===== config.mk =====
export PLATFORM = sky130hd
export DESIGN_NAME = scm_front
export DESIGN_NICKNAME = d
export VERILOG_FILES = /design/src/rtl/scm_pkg.sv /design/src/rtl/scm_front.sv
export SDC_FILE = /design/constraint.sdc
export NUM_CORES = 1
export LEC_CHECK = 0
export BUFFER_PORTS_ARGS = -buffer_cell sky130_fd_sc_hd__buf_2
export CORE_ASPECT_RATIO = 0.9
export CORE_MARGIN = 5
export CORE_UTILIZATION = 32
export CTS_CLUSTER_DIAMETER = 80
export DETAILED_ROUTE_END_ITERATION = 8
export SYNTH_ARGS = -nofsm -noshare
export SYNTH_HDL_FRONTEND = slang
export SYNTH_SLANG_ARGS = --single-unit

===== constraint.sdc =====
create_clock -name clk -period 8.86 [get_ports clk]
set_input_delay 0.886 -clock clk [delete_from_list [all_inputs] [get_ports clk]]
set_output_delay 0.886 -clock clk [all_outputs]
set_load 0.03 [all_outputs]

===== src/rtl/scm_pkg.sv =====
// Shared types and codes for the sensor channel monitor.
package scm_pkg;

  // Input operation codes.
  typedef enum logic [1:0] {
    OP_RECORD  = 2'd0,
    OP_OFFLINE = 2'd1,
    OP_ACK     = 2'd2,
    OP_HISTORY = 2'd3
  } op_t;

  // Result kind codes.
  typedef enum logic [2:0] {
    KIND_ECHO      = 3'd0,
    KIND_EXCURSION = 3'd1,
    KIND_OFFLINE   = 3'd2,
    KIND_ACK       = 3'd3,
    KIND_HIST      = 3'd4,
    KIND_EMPTY     = 3'd5
  } kind_t;

  // Configuration register indexes.
  localparam logic [1:0] CFG_THRESHOLD = 2'd0;
  localparam logic [1:0] CFG_METRIC    = 2'd1;

  localparam logic signed [31:0] THRESHOLD_RESET = 32'sd5500;
  localparam int                 AVG_SHIFT       = 2;

  // One accepted transaction as it travels through the queue.
  typedef struct packed {
    op_t         op;
    logic [3:0]  session;
    logic [1:0]  metric;
    logic [31:0] value;
    logic [31:0] timestamp;
    logic [31:0] now;
  } cmd_t;

endpackage


===== src/rtl/scm_front.sv =====
// Front end: accepts transactions, drops out-of-range ones, and queues the rest.
module scm_front #(
  parameter int SESSIONS = 16,
  parameter int METRICS  = 4,
  parameter int QDEPTH   = 2
) (
  input  logic          clk,
  input  logic          rst_n,
  input  logic          start,
  output logic          busy,
  input  scm_pkg::cmd_t in_cmd,
  output logic          q_valid,
  output scm_pkg::cmd_t q_cmd,
  input  logic          q_pop
);
  import scm_pkg::*;

  localparam int QW = (QDEPTH > 1) ? $clog2(QDEPTH) : 1;

  cmd_t          mem_r [QDEPTH];
  logic [QW-1:0] wp_r, rp_r;
  logic [QW:0]   cnt_r, cnt_nxt;
  logic          accept, keep;

  assign busy    = (cnt_r == (QW+1)'(QDEPTH));
  assign accept  = start && !busy;
  // Out-of-range session, or out-of-range metric for channel operations.
  assign keep    = ({24'd0, in_cmd.session} < 28'(SESSIONS)) &&
                   (in_cmd.op == OP_OFFLINE || in_cmd.op == OP_ACK ||
                    ({30'd0, in_cmd.metric} < 32'(METRICS)));
  assign q_valid = (cnt_r != '0);
  assign q_cmd   = mem_r[rp_r];

  always_comb begin
    cnt_nxt = cnt_r;
    if (accept && keep) cnt_nxt = cnt_nxt + 1'b1;
    if (q_pop) cnt_nxt = cnt_nxt - 1'b1;
  end

  // Queue pointers.
  always_ff @(posedge clk) begin
    if (!rst_n) begin
      wp_r  <= '0;
      rp_r  <= '0;
      cnt_r <= '0;
    end else begin
      cnt_r <= cnt_nxt;
      if (accept && keep) wp_r <= (wp_r == QW'(QDEPTH-1)) ? '0 : wp_r + 1'b1;
      if (q_pop) rp_r <= (rp_r == QW'(QDEPTH-1)) ? '0 : rp_r + 1'b1;
    end
  end

  always_ff @(posedge clk) begin
    if (accept && keep) mem_r[wp_r] <= in_cmd;
  end

  a_no_overflow: assert property (@(posedge clk) disable iff (!rst_n)
    cnt_r <= (QW+1)'(QDEPTH)) else $error("queue overflow");
  a_pop_nonempty: assert property (@(posedge clk) disable iff (!rst_n)
    q_pop |-> q_valid) else $error("pop on empty queue");
  a_full_busy: assert property (@(posedge clk) disable iff (!rst_n)
    (cnt_r == (QW+1)'(QDEPTH)) |-> busy) else $error("full but not busy");
endmodule


# ---- After elaboration in Yosys (flattened, before gate mapping)
# Memory sizes are Yosys's and may differ from the RTL's. A register that Yosys moved wholly into a read port is not among the register bits.
# Index checks and enable logic that the tools add are counted.
dict set report classes {
  addsub 4
  eq_ne 1
  mux 8
  reduce_logical 3
}
# operator count
set op_table {}
lappend op_table {{$mux 1} 6}
lappend op_table {{$mux 2} 2}
lappend op_table {{$add 1x1->1 const B} 2}
lappend op_table {{$add 2x1->2 const B} 1}
lappend op_table {{$eq 2x2->1 const B} 1}
lappend op_table {{$reduce_bool 2->1} 1}
lappend op_table {{$sub 2x1->2 const B} 1}
lappend op_table {{$logic_and 1x1->1} 1}
lappend op_table {{$logic_not 1->1} 1}
dict set report word_totals {
  reg_bits 4
  ramBits 208
  inputBits 108
  mem_count 1
}
# memory words width rd rd_clocked_by_memory_dff write_ports line
set mem_list {}
lappend mem_list {mem_r 2 104 1 1 1 scm_front.sv:20} ;# cmd_t mem_r [QDEPTH];

# ---- Longest topological paths before layout
# Gate-level depths: netlist of run 1.
dict set report depth {
  depth_word 6
  mapped_depth 7
  mapped_depth_nobuf 6
}

# ---- Worst setup path before layout of run 1
# OpenSTA, ideal clock, no wires.
dict set report synth_timing {
  kind {input port to flip-flop}
  startpoint {input port start}
  endpoint {memory mem_r[0][0] in the netlist's numbering, enable pin}
  setup_time_ns 0.582
  arrival_ns 5.812
  required_time_ns 8.278
  slack_ns 2.466
  cell_stages 3
  path_buffers 1
  path_cell_list {nor2b_1 -> buf_6 -> nor2b_1}
}
dict set report synth_between {
  elab_chain_len 3
}
# item line
set synth_lines {}
lappend synth_lines {{start: declaration} scm_front.sv:9} ;# input logic start,
lappend synth_lines {{$logic_and 1x1->1} scm_front.sv:26} ;# assign accept = start && !busy;
lappend synth_lines {{$mux 1} scm_front.sv:54} ;# if (accept && keep) mem_r[wp_r] <= in_cmd;
lappend synth_lines {{$mux 1 (not written as such)} scm_front.sv:54}
lappend synth_lines {{end: declaration} scm_front.sv:20}
# No other way between the ends.

==> parameters.txt, run 1 <==
Parameter                              Value

Floorplanning
  Die Area ... 0.02838 mm²
  Starting Density ... 32.26%
  Width of the die ... 177.0 µm
  I/O Pins ... 214
  Core ar. ... 0.02491 mm²
  Chip height ... 160.3 µm
  Std-Cell Rows ... 55

Outcome
  Run status ... finished, final reports clean

Yosys
  Number of warnings issued by yosys ... 0
  Yosys reg bits ... 213
  Cell count after synthesis ... 355
  Synth Area in Compound Gates ... 0.4049%
  Share of the synthesized area in the top cell type ... 77.73%
  Multiplexer fraction of the synthesized cell area ... 17.38%
  Net Count, Synth ... 465
  Avg Cell Area, Syn ... 22.63 µm²
  Synth area leaders ... edfxtp_1 (78%), mux2_4 (11%), mux2_2 (6.2%)
  Largest family of logic cells by synthesized area ... multiplexers
  Synth Area in Adders ... 0.3114%
  Unique cell type count in the Yosys netlist ... 22
  Cell taking the most area after synthesis ... edfxtp_1
  Sequential cell area fraction in the yosys report ... 78.98%
  FFs w/ async S/R, synth ... 0%
  Synth Area in Simple Gates ... 0.9031%
  Most common flop cell mapped by yosys ... edfxtp_1
  Fraction of synthesized cell area in xor and xnor cells ... 0.3270%
  Number of enable flip-flop cells after synthesis ... 208
  Area of the mapped netlist ... 0.008035 mm²

Timing
  Fmax achieved ... 265.4 MHz
  Total Negative Setup Slacks ... 0 ns
  Final setup violation count ... 0
  Relative slew slack ... 27.90%
  Fraction of the cycle the final worst path needs ... 42.53%
  Final critical delay including setup and external delays ... 3.768 ns
  Setup repair after global routing missed its margin ... no
  Final hold violations ... 0
  Fin Clk Skew ... 0.01053 ns
  Final Slew Violations ... 0
  Transition time at the pin with the least slew margin ... 1.082 ns

Final layout
  Number of nets in the layout ... 693
  Non-filler cells, final ... 940
  Number of diodes ... 0
  Fraction of layout cells with a size suffix above 1 ... 59.03%
  Leading cell types in the layout, fill and taps excluded ... buf_2 (213), edfxtp_1 (208), mux2_4 (60)
  Most common cell after layout, fill and taps aside ... buf_2
  Final design utilization ... 40.61%
  Synth-to-Final Area Change ... 25.90%

Clocking
  Number of gates resized after cts ... 0
  Number of buffers between clock root and the deepest sink ... 3
  Number of sinks driven by the clock tree ... 213
  Number of CTS-inserted buffers ... 23
  Worst-skew pair later-pin latency ... 0.49 ns
  CTS tree ... built
  Clock tree root driver cell ... clkbuf_16
  Reg clk slew, reported paths ... 0.06 ns
  Number of setup buffers added after CTS ... 0
  H-tree level count ... 1
  Hold Buf Count CTS ... 0

Setup path
  Critical path fanouts, max ... 53
  Endpoint class of the critical path ... output port
  Arr. time, crit path ... 2.88 ns
  Type of the setup path with the least slack ... flip-flop to output port
  Sort of element at the start of the critical path ... flip-flop
  CP max stage cell ... dfxtp_4
  Required time reported for the critical path endpoint ... 7.97 ns
  Kind of cell adding the most delay to the critical path ... buffers and inverters
  Critical path buffers and inverters ... 2
  Maximum cell stage delay along the critical path ... 0.87 ns
  Crit path cell chain ... buf_4 -> mux2_2 -> buf_2

Drt
  1st-pass router iterations ... 4
  Ratio of routed vias to standard cells ... 4.245
  Detailed-route wire length on metal 1 ... 6486 µm
  Remaining antenna violation count after routing ... 0
  Via count of the routed design ... 3,990
  Total length of routed met3 wires ... 1224 µm
  Uppermost signal routing layer after detailed routing ... met5
  DRC Markers ... 0
  Final wirelength ... 15,790 µm
  Detailed route wirelength on metal2 ... 7654 µm
  Routed WL per cell ... 16.80 µm
  DRC marker count from the first detailed-route iteration ... 169

Global route
  Vias in the first global route ... 4,486
  GRT Overall Usage ... 10.57%
  Global-route wire length before repair ... 23,980 µm
  Pin count of the biggest net entering global routing ... 80
  Total global routing overflow ... 0
  Initial antenna violation count ... 3

Power
  Static leakage ... 0.003856 µW
  Share of power burned in the clock network ... 33.7%
  Net switching share of the total power ... 26.22%
  Net load switching power ... 669.8 µW
  Max rail drop VDD ... 0.0001307 V
  Internal Dissipation ... 1884 µW
  Fraction of power consumed by combinational cells ... 17.4%
  Sequential Power Share ... 48.9%
  Power per Cell Area ... 252.5 mW/mm²

Job
  Max-capacitance violation count ... 0

Placed design
  Port bufs ... 213
  Cell count after placement ... 900
  Placer congestion estimate ... 0.6964
  Final HPWL DP ... 10,610 µm

Hold path
  Worst hold path type ... flip-flop to flip-flop
-- layer usage --
metal / vias to the layer above / global-route usage [%]
met5: - / 0
met2: 146 / 18.33
met1: 1957 / 12.69
met4: 6 / 2.848
li1: 1851 / -
met3: 30 / 3.460
-- sequential cells by signal, indices dropped and copies added (netlist names), named ones only --
register / count
mem_r: 208
cnt_r: 2
rp_r: 1
wp_r: 1
-- worst reg2reg max path, stage by stage (launching register included) --
cell and delay [ns]:
dfxtp_1 0.40, inv_1 0.10, ha_1 0.22, nor2b_1 0.44, nor2b_4 0.93, buf_4 0.92
-- cell type report --
| type | instances | area [µm²] |
|---|---|---|
| tap | 342 | 427.9 |
| multi-input combinational | 126 | 1563 |
| clock inverter | 10 | 73.82 |
| inverter | 3 | 11.26 |
| clock buffer | 30 | 601.8 |
| sequential | 213 | 6350 |
| timing repair buffer | 216 | 1089 |
| fill | 2278 | 14800 |
-- power by group through the flow --
stage	sequential [µW]	combinational [µW]	clock, µW
floorplan	1270	332	0
global placement	1270	444	0
detailed placement	1270	452	0
CTS	1250	454	893
global route	1260	472	927
finish	1250	444	861
-- per-stage QoR --
step	cell area, µm²	hold WS (ns)	setup WS (ns)	total power, µW
floorplan	8035	0.5546	2.466	1598
global placement	9440	0.5536	5.158	1710
detailed placement	9440	0.5729	5.035	1723
CTS	10120	0.5520	4.994	2598
global route	10120	0.5586	4.919	2658
finish	10120	0.5768	5.092	2554
-- path summary, 6_finish.rpt --
path / startpoint / to / slack (ns) / cells after the start
min reg2reg: rp_r / flip-flop / 0.58 / 2
min: rp_r / flip-flop / 0.58 / 2
max: flip-flop / q_cmd[78] / 5.09 / 3
max reg2reg: cnt_r[0] / mem_r[0][97] / 5.44 / 5
-- Yosys cell counts, types with 2 or more instances --
cell type	count
a21boi_1	2
xnor2_1	2
dfxtp_1	5
mux2_4	60
edfxtp_1	208
ha_1	2
inv_1	3
and2_1	4
buf_6	8
buf_2	4
nor2b_1	3
mux2_2	44
-- cells by family after synthesis --
logic type,count (synthesis)
flops,213
mux,104
buf+inv,16
simple gates,12
compound gates,5
xor+xnor,3
fa+ha+maj,2
No activity file was read; power rests on OpenSTA's default activity.
==> run 2, diff against run 1 <==
==> constraint.sdc (replaced) <==
create_clock -name clk -period 3.51 [get_ports clk]
set_input_delay 0.351 -clock clk [delete_from_list [all_inputs] [get_ports clk]]
set_output_delay 0.351 -clock clk [all_outputs]
set_load 0.03 [all_outputs]
==> run 2 against run 1 <==
  * Via count is 1.2% higher
  * Critical path depth unchanged
  * Sequential power grew to 2.5 times the previous value
  * Highest routed layer unchanged
  * Routed wire length increased by 1.7%
  * Combinational power grew to 2.6 times the previous value
  * Clock skew is 0.0090 ns higher
  * First-iteration DRC count fell by 7.1%
  * Global-route usage rose by 0.21 points
  * Largest cell class unchanged
  * Total power grew to 2.5 times the previous value
  * Register-to-register slack lost 4.5 ns
==> parameters.txt, run 2 (synthesis gave the netlist of run 1 again) <==
Parameter                              Value

Placed design
  Port bufs ... 213
  Placer congestion estimate ... 0.6864
  Final HPWL DP ... 10,620 µm
  Post-Place Setup Slack ... 0.9802 ns

Final layout
  Reg area ... 0.006350 mm²
  Registers with the most flip-flops ... mem_r (208), cnt_r (2)
  Number of flip-flops under the largest register name ... 208
  Fraction of layout cells with a size suffix above 1 ... 59.33%
  Footprint of the multi-input gates ... 0.001563 mm²
  Register with the most flip-flops ... mem_r
  Fill cell total of the finished layout ... 2,282
  Number of nets in the layout ... 696
  Synth-to-Final Area Change ... 26.25%
  Most common cell after layout, fill and taps aside ... buf_2
  Leading cell types in the layout, fill and taps excluded ... buf_2 (213), edfxtp_1 (208), mux2_4 (60)

Setup path
  Critical path buffers and inverters ... 2
  Arr. time, crit path ... 2.24 ns
  Number of cells on the critical path ... 3
  Critical register-to-register path startpoint ... cnt_r[0]
  Endpoint class of the critical path ... output port
  Kind of cell adding the most delay to the critical path ... flip-flops
  CP max stage cell ... dfxtp_4
  Sort of element at the start of the critical path ... flip-flop
  Count of cells along the worst register-to-register path ... 5
  Type of the setup path with the least slack ... flip-flop to output port
  Maximum cell stage delay along the critical path ... 0.68 ns
  Crit path cell chain ... buf_12 -> mux2_2 -> buf_2
  Critical path fanouts, max ... 62
  Required time reported for the critical path endpoint ... 3.16 ns

Power
  Net switching share of the total power ... 26.89%
  Internal Dissipation ... 4691 µW
  Static leakage ... 0.003868 µW
  Fraction of power consumed by combinational cells ... 17.8%
  Sequential Power Share ... 48.9%
  Net load switching power ... 1725 µW
  Max rail drop VDD ... 0.0003573 V
  Power per Cell Area ... 632.4 mW/mm²
  Share of power burned in the clock network ... 33.3%

Clocking
  Reg clk slew, reported paths ... 0.06 ns
  Number of sinks driven by the clock tree ... 213
  Worst-skew pair later-pin latency ... 0.51 ns
  Hold Buf Count CTS ... 0
  Number of buffers between clock root and the deepest sink ... 3
  Number of CTS-inserted buffers ... 23
  H-tree level count ... 1
  CTS tree ... built
  Number of gates resized after cts ... 0
  Number of setup buffers added after CTS ... 0
  Clock tree root driver cell ... clkbuf_16

Timing
  Relative slew slack ... 37.13%
  Fraction of the cycle the final worst path needs ... 73.89%
  Transition time at the pin with the least slew margin ... 0.9430 ns
  Fin Clk Skew ... 0.01956 ns
  Setup repair after global routing missed its margin ... no
  Final setup violation count ... 0
  Fmax achieved ... 385.6 MHz
  Final critical delay including setup and external delays ... 2.594 ns
  Total Negative Setup Slacks ... 0 ns
  Final hold violations ... 0
  Final Slew Violations ... 0
  Minimum setup slack in the final design ... 0.9164 ns

Drt
  1st-pass router iterations ... 4
  Final wirelength ... 16,060 µm
  Routed WL per cell ... 17.03 µm
  Ratio of routed vias to standard cells ... 4.283
  DRC marker count from the first detailed-route iteration ... 157
  DRC Markers ... 0
  Remaining antenna violation count after routing ... 0
  Via count of the routed design ... 4,039

Global route
  GRT Overall Usage ... 10.78%
  Pin count of the biggest net entering global routing ... 68
  Total global routing overflow ... 0
  Vias in the first global route ... 4,524
  Global-route wire length before repair ... 24,500 µm
  Initial antenna violation count ... 3

Hold path
  Worst hold path type ... input port to flip-flop
  Hold path startpoint ... in_cmd[88]
  Hold Crit Depth ... 1

Floorplanning
  Starting Density ... 32.26%
  Width of the die ... 177.0 µm
  Die Area ... 0.02838 mm²
  Chip height ... 160.3 µm
  Core ar. ... 0.02491 mm²
  Std-Cell Rows ... 55
  I/O Pins ... 214

Job
  Max-capacitance violation count ... 0

Outcome
  Run status ... finished, final reports clean
run 2: layout make-up:
class / count / share of cell area (%)
flip-flops and latches: 213 / 62.59
multi-input cells: 126 / 15.40
repair buffers: 219 / 11.20
clock buffers: 29 / 5.895
well taps: 342 / 4.218
clock inverters: 10 / 0.5550
inverters: 3 / 0.1110
diodes: 1 / 0.02467
run 2: path summary, 6_finish.rpt:
path	to	slack (ns)
min reg2reg	flip-flop	0.58
max reg2reg	mem_r[0][62]	0.96
min	mem_r[1][88]	0.03
max	q_cmd[5]	0.92
run 2: metal layers:
metal  GRT usage, %  wire length (µm)  up-vias
li1               -                 -     1860
met1          13.04              6572     1991
met2          18.35              7670      148
met3          3.436              1272       36
met4          3.516               521        4
met5              0                21        -
run 2: metrics by stage:
step	utilization, %	instances	hold slack (ns)	power (µW)	instance area [µm²]
global route	40.72	943	0.005595	6685	10140
floorplan	-	355	0.4499	4009	8044
global placement	38.09	903	0.5380	4322	9488
detailed placement	38.09	903	0.5434	4357	9488
finish	40.72	943	0.02725	6415	10140
CTS	40.71	942	0.004870	6519	10140
run 2: power groups by stage:
stage	registers [µW]	logic, µW	clock network [µW]
5_1_grt	3160	1210	2310
2_1_floorplan	3170	841	0
3_5_place_dp	3200	1160	0
3_3_place_gp	3180	1140	0
6_report	3140	1140	2140
4_1_cts	3140	1160	2210
